[config.mk]
export PLATFORM = sky130hd
export DESIGN_NAME = top_k_score_table_unit
export DESIGN_NICKNAME = d
export VERILOG_FILES = /design/src/rtl/tkst_pkg.sv /design/src/rtl/tkst_cell.sv /design/src/rtl/top_k_score_table_unit.sv
export SDC_FILE = /design/constraint.sdc
export NUM_CORES = 2
export LEC_CHECK = 0
export BUFFER_PORTS_ARGS = -buffer_cell sky130_fd_sc_hd__buf_2
export CORE_MARGIN = 2
export CORE_UTILIZATION = 40
export DETAILED_ROUTE_END_ITERATION = 6
export MAX_ROUTING_LAYER = met4
export PLACE_DENSITY = 0.59
export SYNTH_ARGS = -nofsm -noshare
export SYNTH_HDL_FRONTEND = slang
export SYNTH_SLANG_ARGS = --single-unit
[constraint.sdc]
create_clock -name clk -period 31.5 [get_ports clk]
set_input_delay 1.575 -clock clk [delete_from_list [all_inputs] [get_ports clk]]
set_output_delay 1.575 -clock clk [all_outputs]
set_load 0.02 [all_outputs]
[src/rtl/tkst_pkg.sv]
package tkst_pkg;

  // Default table size and name length in bytes.
  localparam int unsigned DefaultDepth     = 10;
  localparam int unsigned DefaultNameChars = 8;

  localparam int unsigned ScoreW = 32;
  localparam int unsigned NameW  = 64;

  // Operation codes carried by an input item.
  localparam logic [1:0] OP_INSERT = 2'd0;
  localparam logic [1:0] OP_DUMP   = 2'd1;
  localparam logic [1:0] OP_QUERY  = 2'd2;

  // Per-cycle control broadcast to every cell of the chain.
  typedef struct packed {
    logic ins;  // insert the broadcast entry in order
    logic rot;  // rotate the chain by one cell toward the top
  } cell_ctl_t;

endpackage

[src/rtl/tkst_cell.sv]
module tkst_cell (
  input  logic                                 clk,
  input  tkst_pkg::cell_ctl_t                  ctl,
  input  logic                                 valid,
  input  logic signed [tkst_pkg::ScoreW-1:0]   new_score,
  input  logic        [tkst_pkg::NameW-1:0]    new_name,
  input  logic                                 prev_cmp,
  input  logic signed [tkst_pkg::ScoreW-1:0]   up_score,
  input  logic        [tkst_pkg::NameW-1:0]    up_name,
  input  logic signed [tkst_pkg::ScoreW-1:0]   dn_score,
  input  logic        [tkst_pkg::NameW-1:0]    dn_name,
  output logic signed [tkst_pkg::ScoreW-1:0]   score,
  output logic        [tkst_pkg::NameW-1:0]    name,
  output logic                                 cmp
);

  // The new entry ranks above this cell when the cell is empty or holds a lower entry.
  assign cmp = !valid || (new_score > score) ||
               ((new_score == score) && (new_name > name));

  // On insert, cells below the insertion point shift down and the point takes
  // the new entry; on rotate, every cell takes its lower neighbor's entry and the bottom cell takes the top's.
  always_ff @(posedge clk) begin
    if (ctl.ins) begin
      if (prev_cmp) begin
        score <= up_score;
        name  <= up_name;
      end else if (cmp) begin
        score <= new_score;
        name  <= new_name;
      end
    end else if (ctl.rot) begin
      score <= dn_score;
      name  <= dn_name;
    end
  end

endmodule

[src/rtl/top_k_score_table_unit.sv]
// Sorted table of the best DEPTH (score, name) entries, highest first.
// Ordering is by signed score, then by the packed name as an unsigned number.
// Command channel: an item is taken on a clock edge with start high and busy
// low. Operation 0 inserts, 1 dumps all entries, 2 looks up a score by name.
// Results appear on result_score, result_name, found and last for exactly one
// cycle, marked by strobe; the receiver has no way to hold them off.
// Insert and unused codes: the item passes through S_EXEC, which registers
// its one result; a new item is taken once the block is idle again.
// Dump and query: the entries live in a chain of cells that is rotated once
// around, one cell per cycle, and busy stays high until the rotation ends. A
// dump gives its entries in order, top first; a query gives its single result
// at the end of the scan. A new item is taken once busy falls again.
// Reset empties the table and clears busy and strobe; stored entry contents
// are not cleared, since only occupied cells are ever read.
module top_k_score_table_unit #(
  parameter int unsigned DEPTH      = tkst_pkg::DefaultDepth,
  parameter int unsigned NAME_CHARS = tkst_pkg::DefaultNameChars
) (
  input  logic                               clk,
  input  logic                               rst,
  input  logic                               start,
  output logic                               busy,
  input  logic        [1:0]                  operation,
  input  logic signed [tkst_pkg::ScoreW-1:0] score,
  input  logic        [tkst_pkg::NameW-1:0]  player_name,
  output logic                               strobe,
  output logic signed [tkst_pkg::ScoreW-1:0] result_score,
  output logic        [tkst_pkg::NameW-1:0]  result_name,
  output logic                               found,
  output logic                               last
);

  localparam int unsigned CntW  = $clog2(DEPTH + 1);
  localparam int unsigned StepW = $clog2(DEPTH);
  localparam logic [tkst_pkg::NameW-1:0] NameMask =
    (NAME_CHARS >= 8) ? {tkst_pkg::NameW{1'b1}}
                      : ((64'd1 << (8 * NAME_CHARS)) - 64'd1);
  localparam logic [CntW-1:0]  CntFull  = CntW'(DEPTH);
  localparam logic [StepW-1:0] StepLast = StepW'(DEPTH - 1);

  typedef enum logic [1:0] {
    S_IDLE,
    S_EXEC,
    S_SCAN
  } state_t;

  state_t                              state;
  logic [1:0]                          op;
  logic signed [tkst_pkg::ScoreW-1:0]  item_score;
  logic        [tkst_pkg::NameW-1:0]   item_name;
  logic [CntW-1:0]                     count;
  logic [StepW-1:0]                    step;
  logic                                hit;
  logic signed [tkst_pkg::ScoreW-1:0]  hit_score;
  logic        [tkst_pkg::NameW-1:0]   hit_name;

  logic signed [tkst_pkg::ScoreW-1:0]  cell_score [DEPTH];
  logic        [tkst_pkg::NameW-1:0]   cell_name  [DEPTH];
  logic                                cell_cmp   [DEPTH];
  tkst_pkg::cell_ctl_t                 ctl;

  logic            full;
  logic            taken;
  logic            step_valid;
  logic            qmatch;
  logic [CntW-1:0] step_ext;

  // Insert is refused only when the table is full and the score is not above the lowest.
  assign full       = (count == CntFull);
  assign taken      = !full || (item_score > cell_score[DEPTH-1]);
  assign step_ext   = CntW'(step);
  assign step_valid = (step_ext < count);
  assign qmatch     = step_valid && (cell_name[0] == item_name);
  assign busy       = (state != S_IDLE);

  assign ctl.ins = (state == S_EXEC) && (op == tkst_pkg::OP_INSERT) && taken;
  assign ctl.rot = (state == S_SCAN);

  // The chain of cells; cell 0 holds the top entry.
  for (genvar i = 0; i < DEPTH; i++) begin : g_cell
    logic signed [tkst_pkg::ScoreW-1:0] up_score;
    logic        [tkst_pkg::NameW-1:0]  up_name;
    logic                               prev_cmp;
    logic                               valid;

    if (i == 0) begin : g_top
      assign up_score = '0;
      assign up_name  = '0;
      assign prev_cmp = 1'b0;
    end else begin : g_rest
      assign up_score = cell_score[i-1];
      assign up_name  = cell_name[i-1];
      assign prev_cmp = cell_cmp[i-1];
    end

    assign valid = (CntW'(i) < count);

    tkst_cell u_cell (
      .clk       (clk),
      .ctl       (ctl),
      .valid     (valid),
      .new_score (item_score),
      .new_name  (item_name),
      .prev_cmp  (prev_cmp),
      .up_score  (up_score),
      .up_name   (up_name),
      .dn_score  (cell_score[(i + 1) % DEPTH]),
      .dn_name   (cell_name[(i + 1) % DEPTH]),
      .score     (cell_score[i]),
      .name      (cell_name[i]),
      .cmp       (cell_cmp[i])
    );
  end

  // Item payload capture; the name is trimmed to its byte length here.
  always_ff @(posedge clk) begin
    if (start && !busy) begin
      op         <= operation;
      item_score <= score;
      item_name  <= player_name & NameMask;
    end
  end

  // Sequencer, occupancy, query tracking and the result register.
  always_ff @(posedge clk) begin
    if (rst) begin
      state  <= S_IDLE;
      count  <= '0;
      step   <= '0;
      hit    <= 1'b0;
      strobe <= 1'b0;
    end else begin
      strobe <= 1'b0;
      unique case (state)
        S_IDLE: begin
          if (start) begin
            step <= '0;
            hit  <= 1'b0;
            if ((operation == tkst_pkg::OP_DUMP) || (operation == tkst_pkg::OP_QUERY)) begin
              state <= S_SCAN;
            end else begin
              state <= S_EXEC;
            end
          end
        end
        S_EXEC: begin
          strobe       <= 1'b1;
          result_score <= '0;
          result_name  <= '0;
          last         <= 1'b1;
          found        <= 1'b0;
          if (op == tkst_pkg::OP_INSERT) begin
            found <= taken;
            if (taken && !full) begin
              count <= count + 1'b1;
            end
          end
          state <= S_IDLE;
        end
        S_SCAN: begin
          if (op == tkst_pkg::OP_DUMP) begin
            if (step_valid) begin
              strobe       <= 1'b1;
              result_score <= cell_score[0];
              result_name  <= cell_name[0];
              found        <= 1'b1;
              last         <= (step_ext == count - 1'b1);
            end else if ((count == '0) && (step == '0)) begin
              strobe       <= 1'b1;
              result_score <= '0;
              result_name  <= '0;
              found        <= 1'b0;
              last         <= 1'b1;
            end
          end else begin
            if (qmatch && !hit) begin
              hit       <= 1'b1;
              hit_score <= cell_score[0];
              hit_name  <= cell_name[0];
            end
            if (step == StepLast) begin
              strobe <= 1'b1;
              last   <= 1'b1;
              if (hit) begin
                found        <= 1'b1;
                result_score <= hit_score;
                result_name  <= hit_name;
              end else if (qmatch) begin
                found        <= 1'b1;
                result_score <= cell_score[0];
                result_name  <= cell_name[0];
              end else begin
                found        <= 1'b0;
                result_score <= '0;
                result_name  <= '0;
              end
            end
          end
          if (step == StepLast) begin
            state <= S_IDLE;
          end else begin
            step <= step + 1'b1;
          end
        end
        default: state <= S_IDLE;
      endcase
    end
  end

endmodule

* Word level (Yosys, flattened, before mapping)
Cells that the tools add are included.
Storage, ports and cells: register bits 1264, latch bits 0, memory bits (writable) 0, bits in read-only memories 0, input port bits 101, output and inout port bits 100, word-level logic and storage cells 303, memories kept 0
Cells by class: $add $sub $neg 3, multipliers 0, div/mod/pow operators 0, $lt $le $gt $ge 31, equal/unequal tests 36, shift-type cells 0, multiplexer cells 121, bitwise operators 2, reduce and logical (&&, ||, !) cells 76
Operators with widths (count):
- $mux W64 | 45
- $mux W32 | 45
- $gt A64 B64 Y1 | 10
- $eq A32 B32 Y1 | 10
- $gt A32 B32 Y1 | 10
- $pmux W64 S2 | 1
- $eq A64 B64 Y1 | 1
- $pmux W32 S2 | 1
- $ne A3 B1 Y1 const B | 10
- $logic_or A1 B1 Y1 | 22
- $reduce_and A2 Y1 | 11
- $mux W1 | 18
- $logic_and A1 B1 Y1 | 17
- $lt A3 B4 Y1 const A | 4
- $logic_not A1 Y1 | 13
- $reduce_and A4 Y1 | 3
- $add A4 B1 Y4 const B | 2
- $eq A4 B4 Y1 const B | 2
- $logic_not A4 Y1 | 2
- $lt A1 B4 Y1 const A | 2
- $lt A2 B4 Y1 const A | 2
- $lt A4 B4 Y1 const A | 2
- $mux W4 | 2
- $pmux W1 S2 | 4
- other kinds (15) | 30

* Longest topological paths before layout
word-level depth 7, depth in mapped cells 16

* Cells and area by module
From an unflattened synthesis, not the netlist that was laid out.
Second synthesis, totals: cell total of the unflattened synthesis 8510, area, all modules 85374.4 um^2
By module, submodules not included:
- tkst_cell | times used 10, cells each 766, area each 7288.2 um^2, seq. area each 2882.8 um^2
- top_k_score_table_unit | times used 1, cells each 850, area each 12492.0 um^2, seq. area each 9008.6 um^2

* Least setup slack after synthesis
No wires, ideal clock.
kind reg-to-reg, start register item_name[31] (netlist bit), end register hit_name[0] (netlist bit) (enable), library setup time 0.821 ns, arrival time 11.725 ns, slack 18.953 ns, stages on the path, launching flop included 8, buffers on the path 0, path through edfxtp_1 ha_1 and4_1 nand2_1 nor4_1 nor4b_1 nand4_1 nor4b_1
Between the ends: longest elaborated chain between the ends 4
Ends and longest elaborated chain:
- start: declaration | line top_k_score_table_unit.sv:50 | logic [tkst_pkg::NameW-1:0] item_name;
- start signal: assignment | line top_k_score_table_unit.sv:120 | item_name <= player_name & NameMask;
- $eq A64 B64 Y1 | line top_k_score_table_unit.sv:73 | assign qmatch = step_valid && (cell_name[0] == item_name);
- $logic_and A1 B1 Y1 | line top_k_score_table_unit.sv:73
- $logic_and A1 B1 Y1 | line top_k_score_table_unit.sv:176 | if (qmatch && !hit) begin
- $reduce_and A4 Y1 (no line)
- end signal: assignment | line top_k_score_table_unit.sv:179 | hit_name <= cell_name[0];
- end: declaration | line top_k_score_table_unit.sv:55 | logic [tkst_pkg::NameW-1:0] hit_name;
No other way between the ends. A chain may end at the register's enable or synchronous reset.

* Final worst setup path
start register item_score[23] (netlist bit), end register g_cell[5].u_cell.name[46] (netlist bit), data pin
Between the ends: longest elaborated chain between the ends 5, elaborated cells between the ends (all ways) 10, classes of those cells order compare (2); eq/ne (1); mux (2); reduce/logical (5)
Ends and longest elaborated chain:
- start: declaration | line top_k_score_table_unit.sv:49 | logic signed [tkst_pkg::ScoreW-1:0] item_score;
- start signal: assignment | line top_k_score_table_unit.sv:119 | item_score <= score;
- $gt A32 B32 Y1 or $eq A32 B32 Y1 (tied branches) | line tkst_cell.sv:18, tkst_cell.sv:19
- $logic_or A1 B1 Y1 or $logic_and A1 B1 Y1 (tied branches) | line tkst_cell.sv:18, tkst_cell.sv:19
- $logic_or A1 B1 Y1 | line tkst_cell.sv:18 | assign cmp = !valid || (new_score > score) ||
- $mux W64 | line tkst_cell.sv:25 | if (prev_cmp) begin
- $mux W64 (*) | line tkst_cell.sv:24 | if (ctl.ins) begin
- end signal: assignment | line tkst_cell.sv:27 | name <= up_name;
- end signal: assignment | line tkst_cell.sv:30 | name <= new_name;
- end signal: assignment | line tkst_cell.sv:34 | name <= dn_name;
- end: declaration | line tkst_cell.sv:13 | output logic [tkst_pkg::NameW-1:0] name,
Mark *: on every way between the ends. The rest lies on a longest branch, timed or not.

==> impl_table.tex <==
\begin{tabular}{lr}
\hline
Metric & Value \\
\hline
\multicolumn{2}{l}{\textbf{STA}} \\
\quad Final Setup Violations & 0 \\
\quad Relative slew margins & -7.18\% \\
\quad Final worst clock skew & between 30 and 40 ps \\
\quad Hold slack & between 500 and 600 ps \\
\quad Highest clock rate & 143 MHz \\
\quad Final hold violation count & 0 \\
\quad Final setup TNS & 0 ps \\
\quad Final critical path time including I/O delays and setup & 6980 ps \\
\quad Actual transition at the worst max-transition pin & 1610 ps \\
\quad Final max-slew violation count & 41 \\
\quad Share of the clock period used by the worst path & 22.2\% \\
\quad RSZ-0062 raised after global routing & false \\
\multicolumn{2}{l}{\textbf{Worst setup path}} \\
\quad Worst path arrival time & 7490 ps \\
\quad Reg-to-reg slack, setup & 24520 ps \\
\quad Crit path launch type & flip-flop \\
\quad Critical-path maximum fanout & 97 \\
\quad Critical path data required time & 32010 ps \\
\quad Category of the worst setup path capture point & flip-flop \\
\quad Critical path class & reg2reg \\
\multicolumn{2}{l}{\textbf{Synth}} \\
\quad Post-synthesis sequential element count & around 1300 \\
\quad Yosys warning count & 0 \\
\quad Count of cell types in the netlist & 84 \\
\quad Post-synthesis instance total & 8359 \\
\quad Sequential-to-total area share from yosys stat & 44.7\% \\
\quad Post-synthesis average cell area & 10.1 um\^{}2 \\
\quad Summed instance area of the synthesized netlist & 84700 um\^{}2 \\
\quad Async SR Flop Fraction & 0\% \\
\quad Predominant post-synthesis flop cell & sky130\_fd\_sc\_hd\_\_edfxtp\_1 \\
\quad Synth Net Count & 9434 \\
\quad Post-synth EDFFs & between 1000 and 1500 \\
\multicolumn{2}{l}{\textbf{Routing}} \\
\quad Detail-routed via count per cell & roughly 6 \\
\quad Routed wire per std cell & 25.8 um \\
\quad Final antenna-violating net count & 0 \\
\quad Number of detailed-routing iterations run before antenna repair & 6 \\
\quad Vias & 67500 \\
\quad DRC violation count after routing & 0 \\
\quad DRT Wirelength & 289000 um \\
\quad Number of DRC markers after the initial detailed-route iteration & 7488 \\
\multicolumn{2}{l}{\textbf{Global route}} \\
\quad Remaining global-route overflow & 0 \\
\quad Largest net degree at the start of global routing & 217 \\
\quad Initial antenna violation count & 6 \\
\quad Total routing usage reported by global routing & 27.0\% \\
\quad Via count of the first global-routing pass & around 66000 \\
\quad Wire length of the first global-routing pass & 430000 um \\
\multicolumn{2}{l}{\textbf{Clock tree}} \\
\quad CTS root buffer & sky130\_fd\_sc\_hd\_\_clkbuf\_16 \\
\quad CTS Hold Buffers Added & 0 \\
\quad Longest Clk Path Bufs & 3 \\
\quad Gates resized, CTS repair & 0 \\
\quad Cts bufs inserted & 152 \\
\quad Clock tree from TritonCTS & done \\
\quad Buffers inserted during post-CTS setup optimization & 0 \\
\quad Source-to-sink clock delay at the later pin of the worst-skew pair & $\sim$820 ps \\
\quad Reg clk slew, reported paths & 60 ps \\
\quad CTS HTree Levels & 4 \\
\quad Number of sinks driven by the clock tree & 1264 \\
\multicolumn{2}{l}{\textbf{Status}} \\
\quad Status & finished with violations \\
\quad Violations in the final reports & slew limit \\
\multicolumn{2}{l}{\textbf{Power and ir drop}} \\
\quad Worst voltage drop across the vdd grid & 0.0625 mV \\
\quad Leakage component of the power & around 38 nW \\
\quad Pwr dens & around 53 nW/um\^{}2 \\
\multicolumn{2}{l}{\textbf{Place}} \\
\quad Detailed placer's ending HPWL & 195000 um \\
\quad Weighted congestion reported at the end of routability-driven placement & between 0.9 and 1 \\
\quad Number of input and output port buffers inserted & 200 \\
\multicolumn{2}{l}{\textbf{Min path}} \\
\quad Hold Path Class & reg2reg \\
\multicolumn{2}{l}{\textbf{Floorplanning}} \\
\quad Boundary Pins & approximately 200 \\
\quad Die X-Extent & approximately 460 um \\
\quad Die Height & roughly 460 um \\
\quad \# rows & 168 \\
\quad Die Outline Area & about 220000 um\^{}2 \\
\quad Initial Util & 40.3\% \\
\quad Total core area & 210000 um\^{}2 \\
\multicolumn{2}{l}{\textbf{Final layout}} \\
\quad Synthesis-to-layout area growth & 10.2\% \\
\quad Core utilization of the finished layout & 44.4\% \\
\quad Nets & roughly 9400 \\
\quad Fraction of final layout cells sized beyond drive strength 1 & 9.20\% \\
\quad Fill cells & 19900 \\
\multicolumn{2}{l}{\textbf{Job}} \\
\quad Count of maximum capacitance violations & 0 \\
\hline
\end{tabular}
-- path summary, 6_finish.rpt --
check	start	endpoint	cells past startpoint
worst max-delay path	item_score[23]$_DFFE_PP_	g_cell[5].u_cell.name[46]$_DFFE_PP_	13
worst min-delay path	state[1]$_SDFFE_PP0P_	state[1]$_SDFFE_PP0P_	2
worst max register to register	item_score[23]$_DFFE_PP_	g_cell[5].u_cell.name[46]$_DFFE_PP_	13
worst min register to register	state[1]$_SDFFE_PP0P_	state[1]$_SDFFE_PP0P_	2
-- cells by family after synthesis --
group           after synthesis  share of synthesized area [%]
flops                      1264                           44.7
compound gates             2212                           18.0
buf+inv                    1560                           7.37
mux                         399                           4.72
fa+ha+maj                   974                           14.4
xor+xnor                     12                          0.124
simple gates               1938                           10.8
-- state kept, by name, summed over array words and instances (netlist names) --
name	flops
g_cell.u_cell.name	640
item_score	32
result_name	64
g_cell.u_cell.score	320
found	1
op	2
item_name	64
hit	1
state	2
last	1
step	4
result_score	32
hit_name	64
count	4
strobe	1
hit_score	32
-- cell usage in the layout (no fill, tap or decap), types with 159 or more instances in the layout --
cell / count
sky130_fd_sc_hd__nand4_1: 197
sky130_fd_sc_hd__nand3_1: 357
sky130_fd_sc_hd__edfxtp_1: 1252
sky130_fd_sc_hd__a21o_1: 191
sky130_fd_sc_hd__buf_2: 200
sky130_fd_sc_hd__a21oi_1: 743
sky130_fd_sc_hd__mux2i_1: 395
sky130_fd_sc_hd__o21ai_0: 242
sky130_fd_sc_hd__inv_1: 984
sky130_fd_sc_hd__o311ai_0: 185
sky130_fd_sc_hd__ha_1: 974
sky130_fd_sc_hd__clkbuf_16: 159
sky130_fd_sc_hd__nand2_1: 749
sky130_fd_sc_hd__nor2_1: 380
-- worst max-delay path, cell delays in order (launching register included) --
cell and delay (ps):
sky130_fd_sc_hd__edfxtp_1 680, sky130_fd_sc_hd__ha_1 460, sky130_fd_sc_hd__nand4_1 250, sky130_fd_sc_hd__nor4_2 500
sky130_fd_sc_hd__nand3_1 150, sky130_fd_sc_hd__nand3_1 220, sky130_fd_sc_hd__inv_1 80, sky130_fd_sc_hd__a21oi_1 320
sky130_fd_sc_hd__o221a_4 380, sky130_fd_sc_hd__buf_4 620, sky130_fd_sc_hd__buf_4 850, sky130_fd_sc_hd__buf_4 880
sky130_fd_sc_hd__buf_4 890, sky130_fd_sc_hd__o311ai_0 260
-- layer usage --
layer / vias up / track usage, % / share of wire [%]
met1: 33200 / 35.1 / 42
met4: 0 / 11.2 / 4.5
met2: 2600 / 42.2 / 46
li1: 31100 / - / -
met3: 492 / 3.79 / 6.8
met5: - / - / 0
-- through the flow --
stage          setup WS, ps  cell area, um^2  std cells  total power [mW]
2_1_floorplan         18950            84700       8359              2.79
3_3_place_gp          24760            88400      11000              3.12
3_5_place_dp          24660            88400      11000              3.14
4_1_cts               24650            93300      11200              4.95
5_1_grt               24090            93300      11200              5.14
6_report              24520            93300      11200              4.94
-- cell usage after synthesis, types with 99 or more instances --
cell type,instances,area share (%)
sky130_fd_sc_hd__ha_1,974,14
sky130_fd_sc_hd__o211ai_1,124,1.1
sky130_fd_sc_hd__a21oi_1,747,4.4
sky130_fd_sc_hd__o31ai_1,104,0.92
sky130_fd_sc_hd__a21o_1,191,1.7
sky130_fd_sc_hd__nor2_1,382,1.7
sky130_fd_sc_hd__nand4_1,197,1.5
sky130_fd_sc_hd__inv_1,984,4.4
sky130_fd_sc_hd__o21ai_0,242,1.4
sky130_fd_sc_hd__nand2_1,750,3.3
sky130_fd_sc_hd__mux2i_1,396,4.7
sky130_fd_sc_hd__clkbuf_1,417,1.8
sky130_fd_sc_hd__edfxtp_1,1252,44
sky130_fd_sc_hd__nand3_1,357,2.1
sky130_fd_sc_hd__o221ai_1,99,1.0
sky130_fd_sc_hd__o311ai_0,185,1.9
-- layout make-up --
cell class	count	area, um^2	share of cell area [%]
inverters	986	3700	3.97
multi-input cells	5535	41000	43.9
repair buffers	360	2290	2.45
flip-flops and latches	1264	37800	40.5
well taps	2805	3510	3.76
clock buffers	195	4150	4.45
clock inverters	86	815	0.873
diodes	6	15.0	0.0161
-- where the power goes --
group	switching, mW	internal, mW	total (mW)
Clock	0.769	1.05	1.82
Sequential	0.117	2.04	2.16
Combinational	0.648	0.321	0.969
(Power assumes the default switching activity.)
